### config.mk
export PLATFORM = sky130hd
export DESIGN_NAME = song_position_sequencer
export DESIGN_NICKNAME = d
export VERILOG_FILES = /design/src/rtl/core/sps_pkg.sv /design/src/rtl/core/song_position_sequencer.sv /design/src/rtl/core/sps_cfg_regs.sv /design/src/rtl/core/sps_pos_engine.sv
export VERILOG_INCLUDE_DIRS = /design/src /design/src/rtl/core
export SDC_FILE = /design/constraint.sdc
export NUM_CORES = 1
export LEC_CHECK = 0
export BUFFER_PORTS_ARGS = -buffer_cell sky130_fd_sc_hd__buf_2
export CORE_MARGIN = 4
export CORE_UTILIZATION = 40
export DETAILED_ROUTE_END_ITERATION = 8
export PLACE_DENSITY_LB_ADDON = 0.15
export RECOVER_POWER = 100
export SKIP_CTS_REPAIR_TIMING = 1
export SLEW_MARGIN = 20
export SYNTH_ARGS = -nofsm -noshare
export SYNTH_HDL_FRONTEND = slang
export SYNTH_SLANG_ARGS = --single-unit
### constraint.sdc
create_clock -name clk -period 6.6 [get_ports clk]
set_input_delay 1.32 -clock clk [delete_from_list [all_inputs] [get_ports clk]]
set_output_delay 1.32 -clock clk [all_outputs]
set_load 0.005 [all_outputs]
### src/rtl/core/song_position_sequencer_defines.svh
// ----------------------------------------------------------------------------
// Song position sequencer assertion macros
// Shared property templates for the sequencer's concurrent checks.
// ----------------------------------------------------------------------------
`ifndef SONG_POSITION_SEQUENCER_DEFINES_SVH
`define SONG_POSITION_SEQUENCER_DEFINES_SVH

// The consequent must hold in the same cycle as the antecedent.
`define SPS_ASSERT_SAME(label, ante, cons, msg) \
	label: assert property (@(posedge clk) disable iff (!arst_n) (ante) |-> (cons)) \
		else $error(msg);

// The consequent must hold in the cycle after the antecedent.
`define SPS_ASSERT_NEXT(label, ante, cons, msg) \
	label: assert property (@(posedge clk) disable iff (!arst_n) (ante) |=> (cons)) \
		else $error(msg);

`endif

### src/rtl/core/sps_pkg.sv
// ----------------------------------------------------------------------------
// Song position sequencer package
// Widths, operation and register codes, and the shared structs.
// ----------------------------------------------------------------------------
package sps_pkg;

	localparam int MAX_FRAMES = 1024;
	localparam int MAX_ROWS   = 256;

	localparam int FRAME_W  = $clog2(MAX_FRAMES);
	localparam int FCOUNT_W = FRAME_W + 1;
	localparam int ROW_W    = $clog2(MAX_ROWS);
	localparam int PHRASE_W = ROW_W + 1;
	localparam int TICK_W   = 8;
	localparam int ARG_W    = 8;
	localparam int OP_W     = 3;

	localparam logic [TICK_W-1:0]   GROOVE_RESET = TICK_W'(6);
	localparam logic [PHRASE_W-1:0] PHRASE_RESET = PHRASE_W'(64);
	localparam logic [FCOUNT_W-1:0] FCOUNT_RESET = FCOUNT_W'(1);
	localparam logic [FCOUNT_W-1:0] LOOP_RESET   = '1;

	typedef enum logic [OP_W-1:0] {
		OP_TICK     = 3'd0,
		OP_BREAK    = 3'd1,
		OP_SET_EVEN = 3'd2,
		OP_SET_ODD  = 3'd3,
		OP_START    = 3'd4,
		OP_STOP     = 3'd5
	} sps_op_t;

	typedef enum logic [2:0] {
		REG_GROOVE_EVEN = 3'd0,
		REG_GROOVE_ODD  = 3'd1,
		REG_PHRASE_LEN  = 3'd2,
		REG_FRAME_COUNT = 3'd3,
		REG_LOOP_FRAME  = 3'd4
	} sps_reg_t;

	typedef struct packed {
		logic [TICK_W-1:0]          groove_even_default;
		logic [TICK_W-1:0]          groove_odd_default;
		logic [PHRASE_W-1:0]        rows_per_phrase;
		logic [FCOUNT_W-1:0]        frame_count;
		logic signed [FCOUNT_W-1:0] loop_frame;
	} sps_cfg_t;

	typedef struct packed {
		logic [OP_W-1:0]    operation;
		logic [ARG_W-1:0]   argument;
		logic [FRAME_W-1:0] start_frame;
		logic               hold_frame;
	} sps_item_t;

	typedef struct packed {
		logic [FRAME_W-1:0] frame_now;
		logic [ROW_W-1:0]   row_now;
		logic [TICK_W-1:0]  tick_now;
		logic               is_playing;
		logic               row_begins;
	} sps_pos_t;

endpackage

### src/rtl/core/song_position_sequencer.sv
// ----------------------------------------------------------------------------
// Song position sequencer
// Tracker playback position: tick, row and frame counters driven by events.
// ----------------------------------------------------------------------------
// Each input transaction carries one event (tick, break, groove set, start or
// stop) and produces exactly one output transaction reporting frame, row and
// tick after that event. The block accepts one transaction per clock: an
// input register feeds a single pass of counter updates whose result lands in
// an output register; the rate is one item per cycle, limited only by the
// output side's tready. Configuration must be written over APB only while no
// transaction is in flight; the block itself does not enforce this.
module song_position_sequencer (
	input  logic        clk,
	input  logic        arst_n,
	input  logic        s_tvalid,
	output logic        s_tready,
	// [7:0] argument, [17:8] start_frame, [18] hold_frame, [23:19] zero
	input  logic [23:0] s_tdata,
	// [2:0] operation
	input  logic [2:0]  s_tuser,
	output logic        m_tvalid,
	input  logic        m_tready,
	// [9:0] frame_now, [17:10] row_now, [25:18] tick_now, [26] is_playing,
	// [27] row_begins, [31:28] zero
	output logic [31:0] m_tdata,
	input  logic        psel,
	input  logic        penable,
	input  logic        pwrite,
	input  logic [4:0]  paddr,
	input  logic [31:0] pwdata,
	output logic [31:0] prdata,
	output logic        pready
);
	import sps_pkg::*;

	sps_cfg_t  cfg;
	sps_item_t item_s1;
	logic      valid_s1;
	sps_pos_t  pos_next;
	sps_pos_t  pos_s2;
	logic      valid_s2;
	logic      step;
	logic      out_free;

	sps_cfg_regs u_cfg (
		.clk     (clk),
		.arst_n  (arst_n),
		.psel    (psel),
		.penable (penable),
		.pwrite  (pwrite),
		.paddr   (paddr),
		.pwdata  (pwdata),
		.prdata  (prdata),
		.pready  (pready),
		.cfg     (cfg)
	);

	assign out_free = !valid_s2 || m_tready;
	assign step     = valid_s1 && out_free;
	assign s_tready = !valid_s1 || step;

	always_ff @(posedge clk or negedge arst_n) begin
		if (!arst_n) begin
			valid_s1 <= 1'b0;
		end else if (s_tready) begin
			valid_s1 <= s_tvalid;
		end
	end

	always_ff @(posedge clk) begin
		if (s_tready && s_tvalid) begin
			item_s1.operation   <= s_tuser;
			item_s1.argument    <= s_tdata[7:0];
			item_s1.start_frame <= s_tdata[17:8];
			item_s1.hold_frame  <= s_tdata[18];
		end
	end

	sps_pos_engine u_engine (
		.clk      (clk),
		.arst_n   (arst_n),
		.step     (step),
		.item     (item_s1),
		.cfg      (cfg),
		.pos_next (pos_next)
	);

	always_ff @(posedge clk or negedge arst_n) begin
		if (!arst_n) begin
			valid_s2 <= 1'b0;
		end else if (out_free) begin
			valid_s2 <= valid_s1;
		end
	end

	always_ff @(posedge clk) begin
		if (step) begin
			pos_s2 <= pos_next;
		end
	end

	assign m_tvalid = valid_s2;
	assign m_tdata  = {4'b0, pos_s2.row_begins, pos_s2.is_playing, pos_s2.tick_now,
		pos_s2.row_now, pos_s2.frame_now};

endmodule

### src/rtl/core/sps_cfg_regs.sv
// ----------------------------------------------------------------------------
// Song position sequencer configuration registers
// APB register file holding grooves, phrase length, frame count and loop frame.
// ----------------------------------------------------------------------------
module sps_cfg_regs (
	input  logic              clk,
	input  logic              arst_n,
	input  logic              psel,
	input  logic              penable,
	input  logic              pwrite,
	input  logic [4:0]        paddr,
	input  logic [31:0]       pwdata,
	output logic [31:0]       prdata,
	output logic              pready,
	output sps_pkg::sps_cfg_t cfg
);
	import sps_pkg::*;

	sps_cfg_t cfg_q;
	logic     wr_en;
	sps_reg_t reg_idx;

	assign pready  = 1'b1;
	assign wr_en   = psel && penable && pwrite && pready;
	assign reg_idx = sps_reg_t'(paddr[4:2]);
	assign cfg     = cfg_q;

	always_ff @(posedge clk or negedge arst_n) begin
		if (!arst_n) begin
			cfg_q.groove_even_default <= GROOVE_RESET;
			cfg_q.groove_odd_default  <= GROOVE_RESET;
			cfg_q.rows_per_phrase     <= PHRASE_RESET;
			cfg_q.frame_count         <= FCOUNT_RESET;
			cfg_q.loop_frame          <= LOOP_RESET;
		end else if (wr_en) begin
			case (reg_idx)
				REG_GROOVE_EVEN: cfg_q.groove_even_default <= pwdata[TICK_W-1:0];
				REG_GROOVE_ODD:  cfg_q.groove_odd_default  <= pwdata[TICK_W-1:0];
				REG_PHRASE_LEN:  cfg_q.rows_per_phrase     <= pwdata[PHRASE_W-1:0];
				REG_FRAME_COUNT: cfg_q.frame_count         <= pwdata[FCOUNT_W-1:0];
				REG_LOOP_FRAME:  cfg_q.loop_frame          <= pwdata[FCOUNT_W-1:0];
				default: ;
			endcase
		end
	end

	always_comb begin
		prdata = '0;
		case (reg_idx)
			REG_GROOVE_EVEN: prdata = 32'(cfg_q.groove_even_default);
			REG_GROOVE_ODD:  prdata = 32'(cfg_q.groove_odd_default);
			REG_PHRASE_LEN:  prdata = 32'(cfg_q.rows_per_phrase);
			REG_FRAME_COUNT: prdata = 32'(cfg_q.frame_count);
			REG_LOOP_FRAME:  prdata = 32'(unsigned'(cfg_q.loop_frame));
			default:         prdata = '0;
		endcase
	end

endmodule

### src/rtl/core/sps_pos_engine.sv
// ----------------------------------------------------------------------------
// Song position sequencer position engine
// Playback state registers and the single-pass update for one transaction.
// ----------------------------------------------------------------------------
`include "song_position_sequencer_defines.svh"

module sps_pos_engine (
	input  logic               clk,
	input  logic               arst_n,
	input  logic               step,
	input  sps_pkg::sps_item_t item,
	input  sps_pkg::sps_cfg_t  cfg,
	output sps_pkg::sps_pos_t  pos_next
);
	import sps_pkg::*;

	logic [TICK_W-1:0]  tick_q, tick_d;
	logic [ROW_W-1:0]   row_q, row_d;
	logic [FRAME_W-1:0] frame_q, frame_d;
	logic               break_pending_q, break_pending_d;
	logic [ROW_W-1:0]   break_row_q, break_row_d;
	logic [TICK_W-1:0]  groove_even_q, groove_even_d;
	logic [TICK_W-1:0]  groove_odd_q, groove_odd_d;
	logic               running_q, running_d;
	logic               repeat_q, repeat_d;

	logic [PHRASE_W-1:0] eff_phrase;
	logic [FCOUNT_W-1:0] eff_fcount;
	logic [TICK_W-1:0]   groove;
	logic [TICK_W:0]     tick_inc;
	logic [ROW_W:0]      row_inc;
	logic [FCOUNT_W-1:0] frame_adv;
	logic [FCOUNT_W-1:0] last_frame;

	// Oversized phrase lengths and frame counts saturate; a zero frame count acts as one.
	always_comb begin
		if (cfg.rows_per_phrase > PHRASE_W'(MAX_ROWS))
			eff_phrase = PHRASE_W'(MAX_ROWS);
		else
			eff_phrase = cfg.rows_per_phrase;
		if (cfg.frame_count == '0)
			eff_fcount = FCOUNT_W'(1);
		else if (cfg.frame_count > FCOUNT_W'(MAX_FRAMES))
			eff_fcount = FCOUNT_W'(MAX_FRAMES);
		else
			eff_fcount = cfg.frame_count;
	end

	assign groove     = row_q[0] ? groove_odd_q : groove_even_q;
	assign tick_inc   = {1'b0, tick_q} + 1'b1;
	assign row_inc    = {1'b0, row_q} + 1'b1;
	assign frame_adv  = repeat_q ? {1'b0, frame_q} : {1'b0, frame_q} + 1'b1;
	assign last_frame = eff_fcount - 1'b1;

	always_comb begin
		tick_d          = tick_q;
		row_d           = row_q;
		frame_d         = frame_q;
		break_pending_d = break_pending_q;
		break_row_d     = break_row_q;
		groove_even_d   = groove_even_q;
		groove_odd_d    = groove_odd_q;
		running_d       = running_q;
		repeat_d        = repeat_q;
		case (sps_op_t'(item.operation))
			OP_TICK: begin
				if (running_q) begin
					if (tick_inc < {1'b0, groove}) begin
						tick_d = tick_inc[TICK_W-1:0];
					end else begin
						tick_d = '0;
						if ((PHRASE_W'(row_inc) < eff_phrase) && !break_pending_q) begin
							row_d = row_inc[ROW_W-1:0];
						end else begin
							row_d           = break_pending_q ? break_row_q : '0;
							break_pending_d = 1'b0;
							if (frame_adv >= eff_fcount) begin
								// Past the last frame: a negative loop frame stops playback.
								if (cfg.loop_frame[FCOUNT_W-1]) begin
									running_d = 1'b0;
									frame_d   = '0;
								end else begin
									frame_d = cfg.loop_frame[FRAME_W-1:0];
								end
							end else begin
								frame_d = frame_adv[FRAME_W-1:0];
							end
						end
					end
				end
			end
			OP_BREAK: begin
				break_row_d     = item.argument;
				break_pending_d = PHRASE_W'(item.argument) < eff_phrase;
			end
			OP_SET_EVEN: groove_even_d = item.argument;
			OP_SET_ODD:  groove_odd_d  = item.argument;
			OP_START: begin
				if (FCOUNT_W'(item.start_frame) >= eff_fcount)
					frame_d = last_frame[FRAME_W-1:0];
				else
					frame_d = item.start_frame;
				repeat_d        = item.hold_frame;
				row_d           = '0;
				tick_d          = '0;
				break_pending_d = 1'b0;
				groove_even_d   = cfg.groove_even_default;
				groove_odd_d    = cfg.groove_odd_default;
				running_d       = 1'b1;
			end
			OP_STOP: running_d = 1'b0;
			default: ;
		endcase
	end

	always_comb begin
		pos_next.frame_now  = frame_d;
		pos_next.row_now    = row_d;
		pos_next.tick_now   = tick_d;
		pos_next.is_playing = running_d;
		pos_next.row_begins = running_d && (tick_d == '0);
	end

	always_ff @(posedge clk or negedge arst_n) begin
		if (!arst_n) begin
			tick_q          <= '0;
			row_q           <= '0;
			frame_q         <= '0;
			break_pending_q <= 1'b0;
			break_row_q     <= '0;
			groove_even_q   <= '0;
			groove_odd_q    <= '0;
			running_q       <= 1'b0;
			repeat_q        <= 1'b0;
		end else if (step) begin
			tick_q          <= tick_d;
			row_q           <= row_d;
			frame_q         <= frame_d;
			break_pending_q <= break_pending_d;
			break_row_q     <= break_row_d;
			groove_even_q   <= groove_even_d;
			groove_odd_q    <= groove_odd_d;
			running_q       <= running_d;
			repeat_q        <= repeat_d;
		end
	end

	// The counter only survives a tick while below a groove of at most 255.
	`SPS_ASSERT_SAME(a_tick_bound, 1'b1, tick_q != '1, "tick counter reached all ones")
	`SPS_ASSERT_NEXT(a_idle_tick, step && (item.operation == OP_TICK) && !running_q,
		$stable(frame_q) && $stable(row_q) && $stable(tick_q) && !running_q,
		"tick while stopped changed the position")
	`SPS_ASSERT_NEXT(a_start, step && (item.operation == OP_START),
		running_q && (row_q == '0) && (tick_q == '0) && !break_pending_q,
		"start did not rewind the position")
	`SPS_ASSERT_NEXT(a_stop, step && (item.operation == OP_STOP), !running_q,
		"stop left playback running")

endmodule

==> out/metrics.yaml <==
status:
  status: "finished with violations"
  violations: "max-capacitance violations, max-slew violations"
logic_synthesis:
  yosys.area_share.xor_xnor_pct: 2.435
  synth_top_area_cell: "dfrtp_1"
  ys_seq_elements: 152
  synthTopCellsByCount: "nand2_1, dfrtp_1, o21ai_0"
  yosys.area_share.simple_pct: 14.18
  ys_async_sr_fraction_pct: 67.11
  synthTopCellsByArea: "dfrtp_1, edfxtp_1, mux2_2"
  synth_top_family_by_area: "compound AO/OA/AOI/OAI gates"
  synth_fa_ha_area_share_pct: 6.540
  post-synth-top-count-cell: "nand2_1"
  yosysSeqAreaShare_pct: 45.32
  synthFlopType: "dfrtp_1"
  synth_top_area_share_pct: 23.65
  synth.avg_cell_area_sq_um: 10.04
  synth_compound_area_share_pct: 16.06
  synth.yosys.warnings: 0
  synthCells: 896
  synthDistinctLibCells: 77
  synth_edf_count: 50
  muxShareOfSynthArea_pct: 10.34
  synth_area_sq_um: 8992
global_route:
  grt_pass1_vias: 6798
  grtUsageTotal_pct: 20.07
  grt_pass1_wl_um: 38740
  grt_max_degree: 58
  overflow: 0
  antenna_found_initial: 0
floorplanning:
  design.core.area_sq_um: 21960
  rows: 54
  io_pins: 138
  die_h_um: 157.9
  die_area_sq_um: 24940
  start_util_pct: 40.95
  die_x_um: 157.9
cells_and_area:
  drive_gt1_share_pct: 17.62
  final_nets: 1081
  fillers: 2140
  final_cell_area_sq_um: 10030
  final_core_utilization_pct: 45.69
  syn_to_final_growth_pct: 11.58
  final_cells: 1256
  diodes: 0
sta:
  rsz0062_at_grt: "false"
  whs_ns: 0.4546
  fmaxAchievable_mhz: 204.1
  finalClockSkew_ns: 0.01221
  period_needed_ns: 4.899
  maxSlewHeadroom_pct: -70.11
  finalSetupViolations: 0
  setup_tns_ns: 0
  hold_viol: 0
  period_share_pct: 74.22
  slew_violations: 121
  worst_pin_slew_ns: 2.552
  fin_ws_ns: 1.701
hold_path:
  hold_path_class: "reg -> reg"
  whs_path_depth: 2
routing:
  postRouteAntennaNets: 0
  vias: 6979
  totalWireLength_um: 24310
  vias_per_cell: 5.557
  route.met3.wl_um: 1278
  wl_met2_um: 10300
  wl_per_cell_um: 19.35
  met1Wirelength_um: 12360
  drtPass1Iterations: 6
  drc_errors: 0
  maxUsedRoutingLayer: "met4"
  drt_iter0_markers: 538
place:
  placed_cells: 1224
  post-place-ws_ns: 2.530
  gp_congestion: 0.8908
  port_buffers: 83
  detailed_place_hpwl_um: 18090
  placed_cell_area_sq_um: 9547
setup_path:
  r2r_end: "m_tdata[7]"
  reg2reg_slack_ns: 1.78
  r2r-start: "u_engine.tick_q[0]"
  startpoint_type: "input pin"
  path_max_fanout: 39
  crit_type: "in -> reg"
  end_kind: "flop"
  rr_worst_depth: 11
  cp_data_arrival_time_ns: 5.18
  cp-startpoint: "m_tready"
  required_ns: 6.89
  endpoint: "u_engine.frame_q[7]"
run:
  drv_cap: 5
clocking:
  clkTransAtPathRegs_ns: 0.06
  h-tree-depth: 4
  clk_latency_ns: 0.43
  clockBufferDepth: 2
  cts_root_buf: "clkbuf_16"
  clock-sinks: 152
  cts_buffers: 17
  cts_tree: "built"
power:
  power_mw: 3.202
  p_leak_nw: 4.219
  max-vdd-ir-drop_v: 0.0001721
  pwr_density_cell_nw_per_um2: 319.2
-- sequential cells by signal, indices dropped and copies added, names as in the netlist --
register / count
valid_s1: 1
u_engine.row_q: 8
u_engine.break_row_q: 8
u_engine.groove_odd_q: 8
m_tvalid: 1
u_engine.repeat_q: 1
m_tdata: 28
item_s1: 22
u_engine.break_pending_q: 1
u_engine.groove_even_q: 8
u_engine.frame_q: 10
u_engine.running_q: 1
u_cfg.cfg: 47
u_engine.tick_q: 8
-- layer usage --
layer	up-vias	GRT usage (%)
met4	0	5.483
met5	-	0
met2	214	29.02
li1	3347	-
met1	3393	30.89
met3	25	3.527
-- worst min-delay path by stage --
| stage | from | end |
|---|---|---|
| after global routing | item_s1[0] | u_engine.repeat_q |
| after global placement | item_s1[0] | u_engine.repeat_q |
| after detailed placement | item_s1[0] | u_engine.repeat_q |
| final | item_s1[0] | u_engine.repeat_q |
| after CTS | item_s1[0] | u_engine.repeat_q |
| after floorplan | item_s1[0] | u_engine.repeat_q |
-- worst max-delay path, stage by stage --
cell	delay, ns
buf_2	0.08
nand2b_1	0.11
nand2_1	0.06
clkbuf_1	0.48
clkinv_1	0.28
clkbuf_1	1.53
nand2_1	0.79
o31ai_1	0.41
a221oi_1	0.12
-- cells in the final DEF (no fill, tap or decap), types with 13 or more instances in the layout --
cell type    n
dfstp_2     17
conb_1      26
mux2_2      55
nand2_1    118
clkbuf_16   18
a21oi_1     38
nand3_1     26
dfrtp_1     85
inv_1       20
clkbuf_1    35
nor2_1      52
ha_1        47
mux2i_1     25
and3_1      13
o21ai_0     88
xnor2_1     17
edfxtp_1    50
buf_2       53
-- cell type report --
cell class,instances,area (sq um),share of cell area [%]
multi-input combinational,677,4514,44.99
inverter,24,90.09,0.8979
tap,280,350.3,3.492
clock buffer,21,461.7,4.602
clock inverter,11,120.1,1.197
sequential,152,4075,40.62
timing repair buffer,91,421.7,4.203
-- report_power, final --
part | switching, mW | internal (mW) | total [mW]
logic | 0.519 | 0.355 | 0.874
clock network | 0.399 | 0.579 | 0.977
registers | 0.180 | 1.17 | 1.35
total | 1.10 | 2.10 | 3.20
-- logic make-up (layout without fill, tap and decap cells) --
logic type | count (synthesis) | count (layout)
AO/OA/AOI/OAI | 222 | 222
XOR/XNOR | 25 | 25
adder cells (fa/ha/maj) | 47 | 47
buffers and inverters | 91 | 147
flip-flops | 152 | 152
multiplexers | 84 | 84
other | 2 | 26
AND/OR/NAND/NOR | 273 | 273
Note: power is estimated with default switching activity, not from simulation.
